<file path="config.mk">
export PLATFORM = sky130hd
export DESIGN_NAME = fastq_read_stats_unit
export DESIGN_NICKNAME = d
export VERILOG_FILES = /design/src/design/fqs_pkg.sv /design/src/design/fqs_div.sv /design/src/design/fqs_ctrl.sv /design/src/design/fqs_datapath.sv /design/src/design/fastq_read_stats_unit.sv
export VERILOG_INCLUDE_DIRS = /design/src /design/src/design
export SDC_FILE = /design/constraint.sdc
export NUM_CORES = 2
export LEC_CHECK = 0
export BUFFER_PORTS_ARGS = -buffer_cell sky130_fd_sc_hd__buf_2
export CAP_MARGIN = 25
export CORE_ASPECT_RATIO = 0.8
export CORE_MARGIN = 5
export CORE_UTILIZATION = 41
export CTS_BUF_LIST = sky130_fd_sc_hd__clkbuf_8
export CTS_CLUSTER_SIZE = 20
export DETAILED_ROUTE_END_ITERATION = 6
export HOLD_SLACK_MARGIN = 0.1
export PLACE_DENSITY = 0.64
export SYNTH_ARGS = -nofsm -noshare
export SYNTH_HDL_FRONTEND = slang
export SYNTH_SLANG_ARGS = --single-unit
</file>
<file path="constraint.sdc">
create_clock -name clk_i -period 6.4 [get_ports clk_i]
set_input_delay 1.28 -clock clk_i [delete_from_list [all_inputs] [get_ports clk_i]]
set_output_delay 1.28 -clock clk_i [all_outputs]
set_load 0.03 [all_outputs]
</file>
<file path="src/design/assert_macros.svh">
// Assertion shorthands shared by the fastq_read_stats RTL.
// No dependencies; included by files that carry concurrent checks.
`ifndef ASSERT_MACROS_SVH
`define ASSERT_MACROS_SVH

// Same-cycle implication, sampled on clk_i, off during reset.
`define FQS_ASSERT_NOW(lbl, ante, cons, msg) \
  lbl: assert property (@(posedge clk_i) disable iff (!rst_ni) (ante) |-> (cons)) \
    else $error(msg);

// Next-cycle implication, sampled on clk_i, off during reset.
`define FQS_ASSERT_NEXT(lbl, ante, cons, msg) \
  lbl: assert property (@(posedge clk_i) disable iff (!rst_ni) (ante) |=> (cons)) \
    else $error(msg);

`endif

</file>
<file path="src/design/fqs_pkg.sv">
// Shared types, constants and helper functions for fastq_read_stats.
// No dependencies; imported by every module of the block.
package fqs_pkg;

  localparam int unsigned DIV_W    = 64;
  localparam int unsigned QSUM_W   = 48;
  localparam int unsigned OUT_CNT_W = 48;
  localparam int unsigned OUT_LEN_W = 32;
  localparam int unsigned OUT_Q_W   = 8;

  localparam logic [7:0] QUAL_BASE = 8'd33;
  localparam logic [7:0] NEWLINE   = 8'd10;
  localparam logic [1:0] PHASE_SEQ  = 2'd1;
  localparam logic [1:0] PHASE_QUAL = 2'd3;   // last line of a four-line record

  localparam logic [63:0] OUT48_MAX = 64'hFFFF_FFFF_FFFF;
  localparam logic [63:0] OUT32_MAX = 64'hFFFF_FFFF;
  localparam logic [63:0] OUT8_MAX  = 64'hFF;

  typedef enum logic [1:0] {
    ST_IDLE,
    ST_REC_DIV,
    ST_LEN_DIV,
    ST_QUAL_DIV
  } fqs_state_e;

  typedef enum logic [1:0] {
    DSEL_REC,
    DSEL_LEN,
    DSEL_QUAL
  } fqs_div_sel_e;

  typedef struct packed {
    logic         byte_en;      // apply an accepted data byte
    logic         div_start;    // launch the divider
    fqs_div_sel_e div_sel;      // operand select for the launch
    logic         rec_add;      // fold per-read mean into quality total
    logic         len_cap;      // capture average length
    logic         load_result;  // fill output register and clear stats
  } fqs_cmd_t;

  typedef struct packed {
    logic rec_div_need;  // current byte ends a record that needs a mean
    logic div_done;
    logic div_busy;
    logic out_busy;
  } fqs_status_t;

  function automatic logic is_space(logic [7:0] b);
    return (b == 8'd32) || ((b >= 8'd9) && (b <= 8'd13));
  endfunction

  function automatic logic [OUT_CNT_W-1:0] sat_to48(logic [63:0] v);
    return (v > OUT48_MAX) ? '1 : v[OUT_CNT_W-1:0];
  endfunction

  function automatic logic [OUT_LEN_W-1:0] sat_to32(logic [63:0] v);
    return (v > OUT32_MAX) ? '1 : v[OUT_LEN_W-1:0];
  endfunction

  function automatic logic [OUT_Q_W-1:0] sat_to8(logic [63:0] v);
    return (v > OUT8_MAX) ? '1 : v[OUT_Q_W-1:0];
  endfunction

endpackage

</file>
<file path="src/design/fqs_div.sv">
// Radix-2 restoring divider with round-half-up of the quotient.
// Depends on fqs_pkg; used by fqs_datapath.
module fqs_div
  import fqs_pkg::*;
(
  input  logic             clk_i,
  input  logic             rst_ni,
  input  logic             start_i,
  input  logic [DIV_W-1:0] num_i,
  input  logic [DIV_W-1:0] den_i,
  output logic             busy_o,
  output logic             done_o,
  output logic [DIV_W-1:0] quot_o
);

  localparam int unsigned CNT_W = $clog2(DIV_W + 1);

  logic [DIV_W-1:0] quo_q, quo_d;
  logic [DIV_W-1:0] rem_q, rem_d;
  logic [DIV_W-1:0] den_q;
  logic [DIV_W-1:0] res_q;
  logic [CNT_W-1:0] cnt_q;
  logic             busy_q, done_q;

  logic [DIV_W:0]   rem_sh, rem_sub;
  logic             ge;
  logic             round_up;

  assign rem_sh  = {rem_q, quo_q[DIV_W-1]};
  assign rem_sub = rem_sh - {1'b0, den_q};
  assign ge      = rem_sh >= {1'b0, den_q};
  assign rem_d   = ge ? rem_sub[DIV_W-1:0] : rem_sh[DIV_W-1:0];
  assign quo_d   = {quo_q[DIV_W-2:0], ge};
  // 2*r >= d
  assign round_up = {rem_q, 1'b0} >= {1'b0, den_q};

  always_ff @(posedge clk_i or negedge rst_ni) begin
    if (!rst_ni) begin
      busy_q <= 1'b0;
      done_q <= 1'b0;
      cnt_q  <= '0;
    end else if (start_i) begin
      busy_q <= 1'b1;
      done_q <= 1'b0;
      cnt_q  <= CNT_W'(DIV_W);
    end else if (busy_q) begin
      if (cnt_q != '0) begin
        cnt_q <= cnt_q - 1'b1;
      end else begin
        busy_q <= 1'b0;
        done_q <= 1'b1;
      end
    end else begin
      done_q <= 1'b0;
    end
  end

  always_ff @(posedge clk_i) begin
    if (start_i) begin
      quo_q <= num_i;
      den_q <= den_i;
      rem_q <= '0;
    end else if (busy_q && (cnt_q != '0)) begin
      quo_q <= quo_d;
      rem_q <= rem_d;
    end else if (busy_q) begin
      res_q <= (den_q == '0) ? '0 : (quo_q + DIV_W'(round_up));
    end
  end

  assign busy_o = busy_q;
  assign done_o = done_q;
  assign quot_o = res_q;

endmodule

</file>
<file path="src/design/fqs_ctrl.sv">
// Sequencing FSM: byte acceptance, record-end and report divisions.
// Depends on fqs_pkg; drives fqs_datapath through fqs_cmd_t.
module fqs_ctrl
  import fqs_pkg::*;
(
  input  logic        clk_i,
  input  logic        rst_ni,
  input  logic        in_valid_i,
  input  logic        command_i,
  output logic        in_stall_o,
  input  fqs_status_t status_i,
  output fqs_cmd_t    cmd_o
);

  fqs_state_e state_q, state_d;
  logic       accept;

  // A report waits while the previous result is still held.
  assign in_stall_o = (state_q != ST_IDLE) || (command_i && status_i.out_busy);
  assign accept     = in_valid_i && !in_stall_o;

  always_comb begin
    state_d = state_q;
    unique case (state_q)
      ST_IDLE: begin
        if (accept && command_i) begin
          state_d = ST_LEN_DIV;
        end else if (accept && status_i.rec_div_need) begin
          state_d = ST_REC_DIV;
        end
      end
      ST_REC_DIV:  if (status_i.div_done) state_d = ST_IDLE;
      ST_LEN_DIV:  if (status_i.div_done) state_d = ST_QUAL_DIV;
      ST_QUAL_DIV: if (status_i.div_done) state_d = ST_IDLE;
      default:     state_d = ST_IDLE;
    endcase
  end

  always_comb begin
    cmd_o = '0;
    cmd_o.div_sel = DSEL_REC;
    unique case (state_q)
      ST_IDLE: begin
        cmd_o.byte_en   = accept && !command_i;
        cmd_o.div_start = accept && (command_i || status_i.rec_div_need);
        cmd_o.div_sel   = command_i ? DSEL_LEN : DSEL_REC;
      end
      ST_REC_DIV: begin
        cmd_o.rec_add = status_i.div_done;
      end
      ST_LEN_DIV: begin
        cmd_o.len_cap   = status_i.div_done;
        cmd_o.div_start = status_i.div_done;
        cmd_o.div_sel   = DSEL_QUAL;
      end
      ST_QUAL_DIV: begin
        cmd_o.load_result = status_i.div_done;
      end
      default: cmd_o = '0;
    endcase
  end

  always_ff @(posedge clk_i or negedge rst_ni) begin
    if (!rst_ni) begin
      state_q <= ST_IDLE;
    end else begin
      state_q <= state_d;
    end
  end

endmodule

</file>
<file path="src/design/fqs_datapath.sv">
// Per-read counters, run statistics, divider and result register.
// Depends on fqs_pkg and fqs_div; steered by fqs_ctrl.
module fqs_datapath
  import fqs_pkg::*;
#(
  parameter int unsigned LENGTH_BITS = 32,
  parameter int unsigned COUNT_BITS  = 48
) (
  input  logic                 clk_i,
  input  logic                 rst_ni,
  input  fqs_cmd_t             cmd_i,
  output fqs_status_t          status_o,
  input  logic [7:0]           data_byte_i,
  input  logic                 cfg_we_i,
  input  logic                 cfg_wdata_i,
  output logic                 out_valid_o,
  input  logic                 out_stall_i,
  output logic [OUT_CNT_W-1:0] record_count_o,
  output logic [OUT_LEN_W-1:0] min_length_o,
  output logic [OUT_LEN_W-1:0] max_length_o,
  output logic [OUT_LEN_W-1:0] avg_length_o,
  output logic [OUT_Q_W-1:0]   avg_quality_o,
  output logic                 length_seen_o,
  output logic                 empty_file_o
);

  logic                     qen_q;
  logic [1:0]               phase_q, phase_d;
  logic [LENGTH_BITS-1:0]   len_q, len_d;
  logic signed [QSUM_W-1:0] qsum_q, qsum_d;
  logic [COUNT_BITS-1:0]    cnt_q, cnt_d;
  logic [LENGTH_BITS-1:0]   short_q, short_d;
  logic [LENGTH_BITS-1:0]   long_q, long_d;
  logic [63:0]              ltot_q, ltot_d;
  logic [63:0]              qtot_q, qtot_d;
  logic                     any_q, any_d;
  logic [OUT_LEN_W-1:0]     avg_len_q;
  logic                     out_valid_q;

  logic                     is_nl, is_sp, len_nz, qsum_pos;
  logic signed [8:0]        qterm;
  logic signed [QSUM_W:0]   qsum_ext;
  logic [64:0]              ltot_sum, qtot_sum;
  logic [DIV_W-1:0]         div_num, div_den, quot;
  logic                     div_busy, div_done;

  assign is_nl    = data_byte_i == NEWLINE;
  assign is_sp    = is_space(data_byte_i);
  assign len_nz   = len_q != '0;
  assign qsum_pos = !qsum_q[QSUM_W-1] && (qsum_q != '0);

  assign qterm    = $signed({1'b0, data_byte_i}) - $signed({1'b0, QUAL_BASE});
  assign qsum_ext = (QSUM_W+1)'(qsum_q) + (QSUM_W+1)'(qterm);
  assign ltot_sum = {1'b0, ltot_q} + 65'(len_q);
  assign qtot_sum = {1'b0, qtot_q} + {1'b0, quot};

  always_comb begin
    case (cmd_i.div_sel)
      DSEL_LEN: begin
        div_num = ltot_q;
        div_den = DIV_W'(cnt_q);
      end
      DSEL_QUAL: begin
        div_num = qtot_q;
        div_den = DIV_W'(cnt_q);
      end
      default: begin
        div_num = DIV_W'(unsigned'(qsum_q));
        div_den = DIV_W'(len_q);
      end
    endcase
  end

  fqs_div u_div (
    .clk_i  (clk_i),
    .rst_ni (rst_ni),
    .start_i(cmd_i.div_start),
    .num_i  (div_num),
    .den_i  (div_den),
    .busy_o (div_busy),
    .done_o (div_done),
    .quot_o (quot)
  );

  always_comb begin
    phase_d = phase_q;
    len_d   = len_q;
    qsum_d  = qsum_q;
    cnt_d   = cnt_q;
    short_d = short_q;
    long_d  = long_q;
    ltot_d  = ltot_q;
    qtot_d  = qtot_q;
    any_d   = any_q;

    if (cmd_i.load_result) begin
      phase_d = '0;
      len_d   = '0;
      qsum_d  = '0;
      cnt_d   = '0;
      short_d = '1;
      long_d  = '0;
      ltot_d  = '0;
      qtot_d  = '0;
      any_d   = 1'b0;
    end else if (cmd_i.rec_add) begin
      qtot_d = qtot_sum[64] ? '1 : qtot_sum[63:0];
    end else if (cmd_i.byte_en) begin
      if (is_nl) begin
        if (phase_q == PHASE_QUAL) begin
          if (len_nz) begin
            if (len_q > long_q)  long_d  = len_q;
            if (len_q < short_q) short_d = len_q;
            ltot_d = ltot_sum[64] ? '1 : ltot_sum[63:0];
            any_d  = 1'b1;
          end
          if (cnt_q != '1) cnt_d = cnt_q + 1'b1;
          qsum_d  = '0;
          len_d   = '0;
          phase_d = '0;
        end else begin
          phase_d = phase_q + 2'd1;
        end
      end else if ((phase_q == PHASE_SEQ) && !is_sp) begin
        if (len_q != '1) len_d = len_q + 1'b1;
      end else if ((phase_q == PHASE_QUAL) && qen_q && !is_sp) begin
        // clamp to the signed 48-bit range
        if (qsum_ext[QSUM_W] != qsum_ext[QSUM_W-1]) begin
          qsum_d = qsum_ext[QSUM_W] ? {1'b1, {(QSUM_W-1){1'b0}}}
                                    : {1'b0, {(QSUM_W-1){1'b1}}};
        end else begin
          qsum_d = qsum_ext[QSUM_W-1:0];
        end
      end
    end
  end

  always_ff @(posedge clk_i or negedge rst_ni) begin
    if (!rst_ni) begin
      qen_q       <= 1'b0;
      phase_q     <= '0;
      len_q       <= '0;
      qsum_q      <= '0;
      cnt_q       <= '0;
      short_q     <= '1;
      long_q      <= '0;
      ltot_q      <= '0;
      qtot_q      <= '0;
      any_q       <= 1'b0;
      out_valid_q <= 1'b0;
    end else begin
      if (cfg_we_i) qen_q <= cfg_wdata_i;
      phase_q <= phase_d;
      len_q   <= len_d;
      qsum_q  <= qsum_d;
      cnt_q   <= cnt_d;
      short_q <= short_d;
      long_q  <= long_d;
      ltot_q  <= ltot_d;
      qtot_q  <= qtot_d;
      any_q   <= any_d;
      if (cmd_i.load_result) begin
        out_valid_q <= 1'b1;
      end else if (!out_stall_i) begin
        out_valid_q <= 1'b0;
      end
    end
  end

  always_ff @(posedge clk_i) begin
    if (cmd_i.len_cap) avg_len_q <= sat_to32(quot);
    if (cmd_i.load_result) begin
      record_count_o <= sat_to48(64'(cnt_q));
      min_length_o   <= any_q ? sat_to32(64'(short_q)) : '0;
      max_length_o   <= sat_to32(64'(long_q));
      avg_length_o   <= avg_len_q;
      avg_quality_o  <= qen_q ? sat_to8(quot) : '0;
      length_seen_o  <= any_q;
      empty_file_o   <= cnt_q == '0;
    end
  end

  assign out_valid_o = out_valid_q;

  assign status_o.rec_div_need = is_nl && (phase_q == PHASE_QUAL) && qen_q
                                 && qsum_pos && len_nz;
  assign status_o.div_done     = div_done;
  assign status_o.div_busy     = div_busy;
  assign status_o.out_busy     = out_valid_q;

endmodule

</file>
<file path="src/design/fastq_read_stats_unit.sv">
// FASTQ read length / quality statistics unit, top level.
// Depends on fqs_pkg, fqs_ctrl, fqs_datapath (with fqs_div) and assert_macros.svh.
//
// Takes a decompressed FASTQ stream one byte per transfer and keeps running
// statistics over four-line records: record count, shortest and longest
// non-zero read, total length and, with quality_enable set, the sum of the
// rounded per-read mean qualities (byte minus 33 over the quality line).
// A transfer with command set is the end-of-file report: one result transfer
// carries count, min, max and the half-up rounded average length and quality,
// and all statistics clear (a trailing partial record is dropped).
// Sequencing: data bytes are taken while idle. A byte that closes a record
// with quality_enable set, a positive quality sum and non-zero length also
// runs one per-read division through the shared 64-bit radix-2 divider
// (load, 64 steps, finish, fold) and holds off further bytes until it is folded.
// A report runs two divisions back to back; the result enters the output
// register as the second finishes and byte transfers resume as it appears;
// a further report waits until that result has been taken. quality_enable
// must be written only while the unit is idle; the unit does not enforce it.

`include "assert_macros.svh"

module fastq_read_stats_unit
  import fqs_pkg::*;
#(
  parameter int unsigned LENGTH_BITS = 32,
  parameter int unsigned COUNT_BITS  = 48
) (
  input  logic                 clk_i,
  input  logic                 rst_ni,
  // input channel
  input  logic                 in_valid_i,
  output logic                 in_stall_o,
  input  logic                 command_i,
  input  logic [7:0]           data_byte_i,
  // configuration
  input  logic                 cfg_we_i,
  input  logic                 cfg_wdata_i,
  // result channel
  output logic                 out_valid_o,
  input  logic                 out_stall_i,
  output logic [OUT_CNT_W-1:0] record_count_o,
  output logic [OUT_LEN_W-1:0] min_length_o,
  output logic [OUT_LEN_W-1:0] max_length_o,
  output logic [OUT_LEN_W-1:0] avg_length_o,
  output logic [OUT_Q_W-1:0]   avg_quality_o,
  output logic                 length_seen_o,
  output logic                 empty_file_o
);

  fqs_cmd_t    cmd;
  fqs_status_t status;

  // Controller: decides when a byte lands and sequences the divisions.
  fqs_ctrl u_ctrl (
    .clk_i     (clk_i),
    .rst_ni    (rst_ni),
    .in_valid_i(in_valid_i),
    .command_i (command_i),
    .in_stall_o(in_stall_o),
    .status_i  (status),
    .cmd_o     (cmd)
  );

  // Datapath: counters, accumulators, divider and the result register.
  fqs_datapath #(
    .LENGTH_BITS(LENGTH_BITS),
    .COUNT_BITS (COUNT_BITS)
  ) u_dp (
    .clk_i         (clk_i),
    .rst_ni        (rst_ni),
    .cmd_i         (cmd),
    .status_o      (status),
    .data_byte_i   (data_byte_i),
    .cfg_we_i      (cfg_we_i),
    .cfg_wdata_i   (cfg_wdata_i),
    .out_valid_o   (out_valid_o),
    .out_stall_i   (out_stall_i),
    .record_count_o(record_count_o),
    .min_length_o  (min_length_o),
    .max_length_o  (max_length_o),
    .avg_length_o  (avg_length_o),
    .avg_quality_o (avg_quality_o),
    .length_seen_o (length_seen_o),
    .empty_file_o  (empty_file_o)
  );

  // The divider is never relaunched mid-division.
  `FQS_ASSERT_NOW(a_div_free, cmd.div_start, !status.div_busy, "divider launched while busy")
  // A new result never overwrites one still waiting.
  `FQS_ASSERT_NOW(a_out_free, cmd.load_result, !out_valid_o, "result overwritten")
  // A taken result is not shown again; the next one needs a fresh report.
  `FQS_ASSERT_NEXT(a_out_drain, out_valid_o && !out_stall_i, !out_valid_o, "result shown twice")

endmodule

</file>
After elaboration in Yosys (flattened, before gate mapping)
Cells that the tools add are included.
- add/sub/neg operators: 10
- order comparisons: 8
- equal/unequal tests: 20
- mux-type cells: 85
- bitwise gates (word level): 2
- reductions and logical operators: 56
- operators by type and width (kind ; number):
    two-way mux 64 bit ; 13
    two-way mux 48 bit ; 15
    two-way mux 32 bit ; 22
    >= comparator 65 x 64 -> 1 bit ; 2
    one-hot mux 64 bit (2 select lines) ; 1
    adder 64 x 32 -> 65 bit ; 1
    adder 64 x 64 -> 65 bit ; 1
    adder 64 x 1 -> 64 bit ; 1
    greater-than comparator 64 x 32 -> 1 bit (second input constant) ; 1
    greater-than comparator 64 x 8 -> 1 bit (second input constant) ; 1
    zero test 64 bit ; 1
    subtractor 64 bit ; 1
    adder 48 x 9 -> 49 bit ; 1
    adder 48 x 1 -> 48 bit (second input constant) ; 1
    zero test 48 bit ; 1
    != test 48 bit (second input constant) ; 1
    nonzero test 48 bit ; 1
    adder 32 x 1 -> 32 bit (second input constant) ; 1
    greater-than comparator 32 bit ; 1
    less-than comparator 32 bit ; 1
    != test 32 bit (second input constant) ; 1
    nonzero test 32 bit ; 1
    nonzero test 2 bit ; 12
    two-way mux 7 bit ; 3
    32 further kinds ; 96
- flip-flop bits (word level): 778
- input port bits: 15
- word-level logic and storage cells: 209

Longest topological paths before layout
- depth in word-level cells: 11
- depth in mapped cells: 23
- gate-level depth less buffers: 22

Modules after synthesis
From an unflattened synthesis, not the netlist that was laid out.
- cells, all modules: 5137
- area total of the unflattened synthesis: 48589.1 µm²
- modules (own cells, without submodules) (module ; instances ; cells each ; area an instance (µm²) ; seq. area each (µm²)):
    fqs_datapath ; 1 ; 3536 ; 32673.8 ; 13758.2
    fqs_div ; 1 ; 1578 ; 15693.8 ; 7272.0
    fqs_ctrl ; 1 ; 23 ; 221.5 ; 50.0

Least setup slack after synthesis
No wires, ideal clock.
- path type: input port to flip-flop
- from: input data_byte_i[0]
- to: register u_dp.qsum_q[41]
- arrival: 7.507 ns
- path slack: -1.240 ns
- stages on the path: 20
- path through: inv_1 > ha_1 > nand2_1 > o21ai_0 > nor3b_1 > ha_1 > clkbuf_1 > a21oi_1 > o211ai_1 > a31oi_1 > o21bai_1 > a31o_2 > a32o_1 > a41o_1 > o21a_1 > a2111o_1 > o31a_1 > clkbuf_1 > a2111oi_0 > o21ai_0
- word-level cells in the longest chain between the ends: 10
- elaborated cells between the ends (all ways): 24
- classes of those cells: 2 x add/sub; 2 x order compare; 5 x eq/ne; 8 x mux; 7 x reduce/logical
- ends and longest elaborated chain (what ; line ; RTL):
    start: declaration ; fastq_read_stats_unit.sv:34 ; input logic [7:0] data_byte_i,
    subtractor 8 x 6 -> 9 bit ; fqs_datapath.sv:52 ; assign qterm = $signed({1'b0, data_byte_i}) - $signed({1'b0, QUAL_BASE});
    adder 48 x 9 -> 49 bit ; fqs_datapath.sv:53 ; assign qsum_ext = (QSUM_W+1)'(qsum_q) + (QSUM_W+1)'(qterm);
    two-way mux 48 bit / != test 1 bit (equally long branches) ; fqs_datapath.sv:129, fqs_datapath.sv:128 ;
    two-way mux 48 bit ; fqs_datapath.sv:128 ; if (qsum_ext[QSUM_W] != qsum_ext[QSUM_W-1]) begin
    two-way mux 48 bit ; fqs_datapath.sv:126 ; end else if ((phase_q == PHASE_QUAL) && qen_q && !is_sp) begin
    two-way mux 48 bit ; fqs_datapath.sv:124 ; end else if ((phase_q == PHASE_SEQ) && !is_sp) begin
    two-way mux 48 bit ; fqs_datapath.sv:109 ; if (is_nl) begin
    two-way mux 48 bit ; fqs_datapath.sv:108 ; end else if (cmd_i.byte_en) begin
    two-way mux 48 bit ; fqs_datapath.sv:106 ; end else if (cmd_i.rec_add) begin
    two-way mux 48 bit ; fqs_datapath.sv:96 ; if (cmd_i.load_result) begin
    end signal: assignment ; fqs_datapath.sv:155 ; qsum_q <= qsum_d;
    end: declaration ; fqs_datapath.sv:30 ; logic signed [QSUM_W-1:0] qsum_q, qsum_d;
Parallel ways exist; a longest one is shown, timed or not. The select of a mux whose other input is x is not followed.
A chain may end at the register's enable or synchronous reset.

Worst setup path after layout
- from: register u_dp.u_div.den_q[16]
- to: register u_dp.u_div.res_q[58], in the netlist u_dp.u_div.quot_o[58] (data pin)
- word-level cells in the longest chain between the ends: 2
- elaborated cells between the ends (all ways): 3
- classes of those cells: 1 x add/sub; 1 x order compare; 1 x reduce/logical
- ends and longest elaborated chain (what ; line ; RTL):
    start: declaration ; fqs_div.sv:20 ; logic [DIV_W-1:0] den_q;
    start signal: assignment ; fqs_div.sv:61 ; den_q <= den_i;
    >= comparator 65 x 64 -> 1 bit ; fqs_div.sv:35 ; assign round_up = {rem_q, 1'b0} >= {1'b0, den_q};
    adder 64 x 1 -> 64 bit ; fqs_div.sv:67 ; res_q <= (den_q == '0) ? '0 : (quo_q + DIV_W'(round_up));
    end signal: assignment ; fqs_div.sv:67 ;
    end: declaration ; fqs_div.sv:21 ; logic [DIV_W-1:0] res_q;
Parallel ways exist; a longest one is shown, timed or not.

==> flow_metrics.py <==
metrics = {
    "die": {
        "die_area_um2": 119000,
        "core_um2": 111000,
        "floorplan.initialDensity": 0.414,
        "design.portCount": 171,
        "num_rows": 109,
        "die_y_um": 309,
        "die-width_um": 384,
    },
    "clocking": {
        "cts_buffer_depth": 3,
        "clock_insertion_delay_worst_skew_ns": 0.86,
        "cts_htree_levels": 3,
        "cts_hold_repair.buffers": 0,
        "cts_tree": "built",
        "cts_sinks": 762,
        "tritoncts.num_buffers": 120,
        "clkTransAtPathRegs_ns": 0.08,
        "root_buffer": "clkbuf_8",
        "cts_setup_buffers": 0,
    },
    "placed_design": {
        "dp.final_hpwl_um": 94200,
        "dpl-instance-area_um2": 48300,
        "place_inst": 6445,
        "gpl_wtd_cong": 0.900,
        "portBuffers": 170,
    },
    "critical_path": {
        "critical-path-max-stage-delay_ns": 0.47,
        "cpMaxStageDelayCell": "nor4_1",
        "endpoint_kind": "flop",
        "timing.critical_path.required_ns": 7.07,
        "path_class": "flop to flop",
        "cp.arrival_ns": 6.59,
        "crit_path_max_fanout": 7,
        "cp_cell_instances": "inv_1, ha_1, nand2_1, nor4_1, nand4_1, or3_1, o21ai_0, a21o_1, ha_1, ha_1, nand2_1, nor2_1, nand2_1, nor2_1, nand4b_1, nor3_2, nand4_1, or3_1, a21oi_1",
        "timing.critical_path.from_type": "flop",
    },
    "synthesis": {
        "synth-edff-count": 362,
        "synth_nets": 5240,
        "synth_ff_type": "edfxtp_1",
        "yosys_warnings": 0,
        "seq_area_frac_synth": 0.450,
        "yosys.area.top_type_share": 0.237,
        "post_synth_num_cell_types": 97,
        "synthesized_instance_count": 4950,
        "asyncSetResetFlopFracSynth": 0.441,
        "most_numerous_cell_in_the_yosys_netlist": "nand2_1",
        "syn_area_per_cell_um2": 9.25,
        "syn_area_um2": 45800,
        "synth_top_cells_by_count": "nand2_1 (594), nor2_1 (485), edfxtp_1 (362)",
        "synth_largest_area_cell": "edfxtp_1",
        "synth.ff_latch_count": 762,
        "synth_top_cells_by_area": "edfxtp_1 (24%), dfrtp_1 (17%), ha_1 (7.4%)",
    },
    "global_routing": {
        "groute.usage.overall": 0.218,
        "grt_pass1_wl_um": 208000,
        "overflow": 0,
        "grt_start_max_net_pins": 147,
        "grt_pass1_vias": 35700,
        "grt_antenna_before_repair": 2,
    },
    "routing": {
        "vias": 38000,
        "number_of_iterations_in_the_first_detailed_routing_pass": 6,
        "detail_route.vias_per_cell": 5.69,
        "route.detailed.wl_per_inst_um": 19.8,
        "route.antenna.remaining_nets": 0,
        "drc_errors": 0,
        "drt_wl_total_um": 132000,
        "detailedRoute.firstIterationViolations": 3532,
    },
    "timing": {
        "max_freq_ghz": 0.169,
        "max_slew_margin": 0.296,
        "report.final.setup_viol": 0,
        "setup-tns-final_ns": 0,
        "whs_ns": 0.376,
        "worstMarginPinSlew_ns": 1.06,
        "final_hold_viol_count": 0,
        "period_needed_ns": 5.93,
        "timing_max_transition_violations_final": 0,
        "layout_worst_path_cycle_share": 0.926,
        "grt_setup_unrepaired": "false",
        "clock-skew-final_ns": 0.0621,
    },
    "worst_hold_path": {
        "worst_hold_path_type": "primary input to asynchronous set/reset pin",
    },
    "outcome": {
        "outcome": "finished clean",
    },
    "finish": {
        "stdcell_count": 6678,
        "num-fill-cells": 10600,
        "share_of_cells_above_drive_strength_1": 0.101,
        "layout.nets": 5361,
        "design_area_um2": 50800,
        "synthToLayoutAreaGrowth_pct": 10.9,
    },
    "power_and_ir_drop": {
        "p_leak_nw": 23.2,
        "worst_ir_drop_vdd_mv": 0.157,
        "power_density_nw_per_um2": 187,
    },
    "run": {
        "drv.max_cap_violation_count": 0,
    },
}
[flip-flops by register name (all words and copies together), names as in the netlist, 8 cells and up]
signal / cells
u_dp.avg_len_q: 32
u_dp.avg_length_o: 32
u_dp.avg_quality_o: 8
u_dp.cnt_q: 48
u_dp.len_q: 32
u_dp.long_q: 32
u_dp.ltot_q: 64
u_dp.max_length_o: 32
u_dp.min_length_o: 32
u_dp.qsum_q: 48
u_dp.qtot_q: 64
u_dp.record_count_o: 48
u_dp.short_q: 32
u_dp.u_div.den_q: 48
u_dp.u_div.quo_q: 64
u_dp.u_div.quot_o: 64
u_dp.u_div.rem_q: 64
[worst max-delay path, delay by kind of cell (launching register included)]
family | cells | cell delay, ns
buffers and inverters | 1 | 0.06
DFF | 1 | 0.37
AOI/OAI and AO/OA | 3 | 0.64
adders and majority gates | 3 | 0.93
and+or+nand+nor | 12 | 3.72
[kinds of logic after synthesis]
| group | after synthesis | share of synthesized area |
|---|---|---|
| AOI/OAI and AO/OA | 1274 | 0.173 |
| xor gates and xnor gates | 306 | 0.0585 |
| adders and majority gates | 275 | 0.0758 |
| buffers and inverters | 436 | 0.0364 |
| DFF | 762 | 0.450 |
| muxes | 91 | 0.0207 |
| and+or+nand+nor | 1806 | 0.186 |
[cell usage in the layout, fill, tap and decap left out, types with 64 or more instances in the layout]
| cell type | instances |
|---|---|
| a21oi_1 | 349 |
| dfxtp_1 | 64 |
| a21o_1 | 123 |
| and3_1 | 72 |
| xnor2_1 | 142 |
| edfxtp_1 | 362 |
| or3_1 | 64 |
| o21ai_0 | 360 |
| and2_1 | 64 |
| nand3_1 | 115 |
| nor3_1 | 90 |
| ha_1 | 269 |
| xor2_1 | 164 |
| nand4_1 | 96 |
| inv_1 | 249 |
| nand2_1 | 591 |
| buf_2 | 169 |
| dfrtp_1 | 304 |
| a22oi_1 | 64 |
| o31ai_1 | 80 |
| nor4_1 | 77 |
| nor2_1 | 482 |
| clkbuf_8 | 132 |
[layout make-up]
class                      instances  area [um^2]  area share
antenna                            2         5.00   0.0000985
clock buffer                     132         1820      0.0357
clock inverter                    97          639      0.0126
inverter                         199          756      0.0149
multi-input combinational       3752        23600       0.465
sequential                       762        20600       0.405
tap                             1498         1870      0.0369
timing repair buffer             236         1480      0.0292
[what timing repair did]
item	in CTS	in global routing
endpoints found under the setup margin	0	2
hold endpoints to repair	0	0
gates resized for setup	0	1
[routing by layer]
layer / share of wire / wire length [um] / track usage
met1: 0.48 / 63900 / 0.334
met2: 0.42 / 55200 / 0.320
met3: 0.078 / 10300 / 0.0368
met4: 0.021 / 2760 / 0.0544
met5: 0 / 0 / 0
[report_power, final]
| group | switching, mW | internal, mW | total (mW) | leakage [nW] |
|---|---|---|---|---|
| combinational | 0.0943 | 0.0354 | 0.130 | 13.4 |
| clock | 2.09 | 2.20 | 4.29 | 1.45 |
| sequential | 0.000115 | 5.09 | 5.09 | 8.40 |
[worst paths after layout]
path,startpoint,endpoint,slack [ns],cells after the start
hold reg to reg,u_dp.avg_len_q[9],u_dp.avg_length_o[9],0.40,0
setup reg to reg,u_dp.u_div.den_q[16],u_dp.u_div.quot_o[58],0.47,19
max in group asynchronous,rst_ni,u_dp.ltot_q[4],4.72,2
min in group clk_i,u_dp.avg_len_q[9],u_dp.avg_length_o[9],0.40,0
setup / recovery,u_dp.u_div.den_q[16],u_dp.u_div.quot_o[58],0.47,19
hold / removal,rst_ni,u_dp.long_q[8],0.38,1
[stage by stage]
step	setup WS [ns]	total power [mW]	util
after global routing	0.129	9.86	0.459
after detailed placement	0.155	5.32	0.436
after CTS	0.304	9.61	0.458
after global placement	0.353	5.32	0.436
final	0.474	9.51	0.459
after floorplan	0.0160	5.25	-
Power figures use the tool's default switching activity.
